**src/sv/ctfc_div_cell.sv**
```systemverilog
// ----------------------------------------------------------------------------
// Divider cell
// One restoring division step: takes one dividend bit, yields one quotient bit.
// ----------------------------------------------------------------------------
module ctfc_div_cell #(
    parameter int DW = 26,
    parameter int VW = 6
) (
    input  logic          clk,
    input  logic          en,
    input  logic [VW-1:0] rem_in,
    input  logic [DW-1:0] word_in,
    input  logic [VW-1:0] div_in,
    output logic [VW-1:0] rem_out,
    output logic [DW-1:0] word_out,
    output logic [VW-1:0] div_out
);

    logic [VW:0]   trial;
    logic [VW:0]   diff;
    logic          ge;
    logic [VW-1:0] rem_reg, rem_next;
    logic [DW-1:0] word_reg, word_next;
    logic [VW-1:0] div_reg;

    // The word holds the unused dividend bits above and quotient bits below.
    always_comb
    begin
        trial     = {rem_in, word_in[DW-1]};
        diff      = trial - {1'b0, div_in};
        ge        = (trial >= {1'b0, div_in});
        rem_next  = ge ? diff[VW-1:0] : trial[VW-1:0];
        word_next = {word_in[DW-2:0], ge};
    end

    always_ff @(posedge clk)
    begin
        if (en)
        begin
            rem_reg  <= rem_next;
            word_reg <= word_next;
            div_reg  <= div_in;
        end
    end

    assign rem_out  = rem_reg;
    assign word_out = word_reg;
    assign div_out  = div_reg;

endmodule

```
**src/sv/ctfc_div_chain.sv**
```systemverilog
// ----------------------------------------------------------------------------
// Divider chain
// One divider cell per dividend bit; one quotient a cycle while en is high.
// ----------------------------------------------------------------------------
module ctfc_div_chain #(
    parameter int DW = 26,
    parameter int VW = 6
) (
    input  logic          clk,
    input  logic          en,
    input  logic [DW-1:0] dividend,
    input  logic [VW-1:0] divisor,
    output logic [DW-1:0] quotient
);

    logic [VW-1:0] rem_w  [0:DW];
    logic [DW-1:0] word_w [0:DW];
    logic [VW-1:0] div_w  [0:DW];

    assign rem_w[0]  = '0;
    assign word_w[0] = dividend;
    assign div_w[0]  = divisor;

    for (genvar k = 0; k < DW; k++)
    begin : g_cell
        ctfc_div_cell #(
            .DW(DW),
            .VW(VW)
        ) u_cell (
            .clk     (clk),
            .en      (en),
            .rem_in  (rem_w[k]),
            .word_in (word_w[k]),
            .div_in  (div_w[k]),
            .rem_out (rem_w[k+1]),
            .word_out(word_w[k+1]),
            .div_out (div_w[k+1])
        );
    end

    assign quotient = word_w[DW];

endmodule
```
**config.mk**
```make
export PLATFORM = sky130hd
export DESIGN_NAME = ctfc_div_chain
export DESIGN_NICKNAME = d
export VERILOG_FILES = /design/src/sv/ctfc_div_cell.sv /design/src/sv/ctfc_div_chain.sv
export SDC_FILE = /design/constraint.sdc
export NUM_CORES = 1
export LEC_CHECK = 0
export ABC_AREA = 0
export BUFFER_PORTS_ARGS = -buffer_cell sky130_fd_sc_hd__buf_2
export CAP_MARGIN = 30
export CORE_MARGIN = 2
export CORE_UTILIZATION = 48
export CTS_BUF_LIST = sky130_fd_sc_hd__clkbuf_4 sky130_fd_sc_hd__clkbuf_8
export DETAILED_ROUTE_END_ITERATION = 10
export GPL_ROUTABILITY_DRIVEN = 0
export SLEW_MARGIN = 25
export SYNTH_ARGS = -nofsm -noshare
export SYNTH_HDL_FRONTEND = slang
export SYNTH_HIERARCHICAL = 1
export SYNTH_SLANG_ARGS = --single-unit
```
**constraint.sdc**
```tcl
create_clock -name clk -period 6.5 [get_ports clk]
set_clock_uncertainty 0.05 [all_clocks]
set_input_delay 0.325 -clock clk [delete_from_list [all_inputs] [get_ports clk]]
set_output_delay 0.325 -clock clk [all_outputs]
set_load 0.005 [all_outputs]
```
* Word level (Yosys, flattened, before mapping) *
Index checks and enable logic that the tools add are counted.

operators by class
  $lt $le $gt $ge = 26
  multiplexer cells = 25
  add/subtract/negate cells = 25

operators by type and width
  cell                                            count
  7-bit by 6-bit >= comparator with 1-bit output  25
  6-bit 2-to-1 mux                                24
  6-bit subtractor                                24
  1-bit by 6-bit >= comparator with 1-bit output  1
  1-bit by 6-bit subtractor with 6-bit output     1
  1-bit 2-to-1 mux                                1

word-level totals
  word-level logic and storage cells = 153
  bits in registers = 976
  input port bits = 34
  output and inout bits = 26

* Logic depth before layout (Yosys ltp) *
  depth after elaboration = 2
  gate-level depth with buffers = 8
  depth with buffers taken out = 8

* Modules after synthesis *
Netlist, hierarchy kept.

modules (own cells, without submodules)
  module          instances  area each (um2)  seq. area each (um2)  cells each
  ctfc_div_cell   26         1522.7           1141.1                83
  ctfc_div_chain  1          3.8              0.0                   1

* Least setup slack after synthesis *
Ideal clock, no wire load.

  path kind = register -> register
  from = register g_cell[9].u_cell.div_reg[0]
  to = register g_cell[10].u_cell.rem_reg[2] (data pin)
  clock period less this slack = 2.197 ns
  cell stages (with the launch flop) = 7
  setup time = 0.260 ns
  required time = 6.190 ns
  path slack = 4.303 ns
  buffers on the path = 0
  arrival time = 1.887 ns
  cells stage by stage = edfxtp_1 ha_1 nand2b_4 a211oi_2 o21ai_1 a211oi_4 mux2_2

on the way
  longest elaborated chain between the ends = 2
  elaborated cells between the ends (all ways) = 3
  classes of those cells = 1 x add/sub; 1 x order compare; 1 x mux

ends and longest elaborated chain
  item                                                                                RTL line                                  source
  start, declared                                                                     ctfc_div_cell.sv:24                       logic [VW-1:0] div_reg;
  start signal, assigned                                                              ctfc_div_cell.sv:42                       div_reg <= div_in;
  6-bit subtractor or 7-bit by 6-bit >= comparator with 1-bit output (tied branches)  ctfc_div_cell.sv:30, ctfc_div_cell.sv:31
  6-bit 2-to-1 mux (*)                                                                ctfc_div_cell.sv:32                       rem_next = ge ? diff[VW-1:0] : trial[VW-1:0];
  via g_cell[10].u_cell.rem_next[2]                                                   ctfc_div_cell.sv:22                       logic [VW-1:0] rem_reg, rem_next;
  end signal, assigned                                                                ctfc_div_cell.sv:40                       rem_reg <= rem_next;
  end, declared                                                                       ctfc_div_cell.sv:22

The timed path passes the listed nets; every way through them passes the cells marked *.
A chain may end at the register's enable or synchronous reset.

* Final worst setup path *
  from = register g_cell[17].u_cell.div_reg[0]
  to = register g_cell[18].u_cell.rem_reg[2] (data pin)

on the way
  longest elaborated chain between the ends = 2
  elaborated cells between the ends (all ways) = 3
  classes of those cells = 1 x add/sub; 1 x order compare; 1 x mux

ends and longest elaborated chain
  item                                                                                RTL line
  start, declared                                                                     ctfc_div_cell.sv:24
  start signal, assigned                                                              ctfc_div_cell.sv:42
  6-bit subtractor or 7-bit by 6-bit >= comparator with 1-bit output (tied branches)  ctfc_div_cell.sv:30, ctfc_div_cell.sv:31
  6-bit 2-to-1 mux (*)                                                                ctfc_div_cell.sv:32
  via g_cell[18].u_cell.rem_next[2]                                                   ctfc_div_cell.sv:22
  end signal, assigned                                                                ctfc_div_cell.sv:40
  end, declared                                                                       ctfc_div_cell.sv:22

Marked as above.

==> results.md <==
- Pins Over Slew Limit: 0
- CTS max path bufs: 3
- R2R cell count: 6
- Worst hold slack: 0.2085 ns
- Crit-path slowest cell: edfxtp_1
- GRT Total Usage: 0.1298
- Initial Utilization: 0.4844
- Outcome: finished clean
- Period utilization: 0.3876
- CTS Buf Count: 162
- R2r startpoint: g_cell[17].u_cell/div_out[0]
- Largest net degree at the start of global routing: 189
- Worst slew pin tran: 1.026 ns
- Final std cells w/o fill: 3585
- Vias in the first global route: 18250
- Reg clk slew, reported paths: 0.06 ns
- Commonest non-fill, non-tap cell in the layout: edfxtp_1
- Via-to-Cell Ratio: 5.008
- Synthesis-to-finish area growth: 13.29%
- Via count: 17960
- Row cnt: 104
- Pre-antenna DRT Iters: 4
- Initial antenna violation count: 1
- Drt drc: 0
- Avg Cell Area, Syn: 18.40 um^2
- CTS tree: yes
- CP arrival: 2.98 ns
- Relative slew slack: 0.3157
- Cell count after synthesis: 2121
- Crit Path Category: flop to flop
- Max Freq: 0.3969 GHz
- CP endpoint kind: flop
- Peak VDD IR: 171.8 uV
- Root Driver: clkbuf_8
- Min-Delay Endpoint: g_cell[0].u_cell/word_out[21]
- Share of cells above drive strength 1: 0.2120
- Initial DRC count: 1127
- P per Cell Area: 387.0 nW/um^2
- Min Tclk post-route: 2.519 ns
- Cell Chain, Critical Path: ha_1 > nand2b_4 > a211oi_2 > o21ai_1 > a211oi_4 > mux2_2
- Total gr overflow: 0
- Hold Startpoint: dividend[20]
- Hold Path Stages: 2
- Unrepaired setup endpoints after global routing: false
- First-pass GRT wire length: 87860 um
- Cts hold-fix bufs: 33
- # setup viols final: 0
- CORE AREA: 80550 um^2
- Post-CTS resize count: 0
- Synthesized area: 39020 um^2
- Reg2Reg Capture Point: g_cell[18].u_cell/rem_out[2]
- Die X: 289.1 um
- Worst skew pair latency: 0.78 ns
- Max-cap check violation count: 0
- Dpl cells: 3257
- Min-delay worst type: input pin to flop
- Nets: 2634
- CP Max Fanout: 7
- CTS Sinks: 976
- Antenna viol nets, final: 0
- Die Area: 83580 um^2
- WL/cell: 14.92 um
- Commonest cells after routing, fill and taps aside: 976 x edfxtp_1, 257 x inv_1, 181 x ha_1, 164 x clkbuf_8, 100 x mux2_2
- R2R setup slack: 3.98 ns
- Post-DP HPWL: 31670 um
- PortBufs: 59
- Final Hold Vio Count: 0
- Type of origin of the critical path: flop
- Synth warn: 6
- CTS H-tree depth: 4
- Post-CTS Setup Bufs: 0
- Crit-path max cell delay: 0.50 ns
- Setup TNS: 0 ns
- DRT Wirelength: 53490 um
- # IOs: 60
- CP Data Required Time: 6.97 ns
- Static leakage: 16.34 nW
- Die height: 289.1 um
## worst max path at each step
stage                                 startpoint                           end  cells past startpoint
floorplan            g_cell[9].u_cell/div_out[0]  g_cell[10].u_cell/rem_out[2]                      6
CTS                 g_cell[17].u_cell/div_out[0]  g_cell[18].u_cell/rem_out[2]                      6
global route        g_cell[17].u_cell/div_out[0]  g_cell[18].u_cell/rem_out[2]                      6
detailed placement  g_cell[17].u_cell/div_out[0]  g_cell[18].u_cell/rem_out[2]                      6
global placement    g_cell[17].u_cell/div_out[0]  g_cell[18].u_cell/rem_out[2]                      6
finish              g_cell[17].u_cell/div_out[0]  g_cell[18].u_cell/rem_out[2]                      6
## worst max-delay path: cells and delay by family, from the launching register on
family	cells	cell delay, ns
multiplexers	1	0.39
AND/OR/NAND/NOR	1	0.15
AO/OA/AOI/OAI	3	0.85
flip-flops	1	0.50
adder cells (fa/ha/maj)	1	0.34
## metal layers
| metal | share of wire | vias up | global-route usage |
|---|---|---|---|
| met1 | 0.44 | 8822 | 0.1641 |
| li1 | - | 8714 | - |
| met3 | 0.040 | 121 | 0.03252 |
| met5 | 0 | - | 0 |
| met4 | 0.028 | 0 | 0.06250 |
| met2 | 0.49 | 298 | 0.2105 |
## flip-flops by register name, summed over array words and instances (netlist names)
| signal | flops |
|---|---|
| g_cell.u_cell/word_out | 676 |
| g_cell.u_cell/div_out | 150 |
| g_cell.u_cell/rem_out | 150 |
## report_power, final
part / switching, mW / total [mW] / internal [mW] / leakage [nW]
sequential: 0.375 / 8.39 / 8.02 / 9.51
clock: 2.34 / 5.05 / 2.70 / 1.62
combinational: 1.83 / 3.67 / 1.84 / 5.21
## per-stage QoR
stage               worst slack (ns)    util  area (um^2)  power [mW]
floorplan                      4.303       -        39060       11.31
global placement               4.029  0.5066        40800       11.99
detailed placement             3.993  0.5066        40800       12.15
CTS                            3.963  0.5487        44200       17.37
global route                   3.819  0.5488        44200       18.08
finish                         3.981  0.5488        44200       17.11
## cell type report
type	count	area, um^2
Fill cell	6347	36340
Sequential cell	976	29310
Multi-Input combinational cell	898	8782
Clock buffer	208	2587
Tap cell	1060	1326
Inverter	257	964.7
Timing Repair Buffer	99	750.7
Clock inverter	85	479.2
Antenna cell	2	5.005
Power figures use the tool's default switching activity.
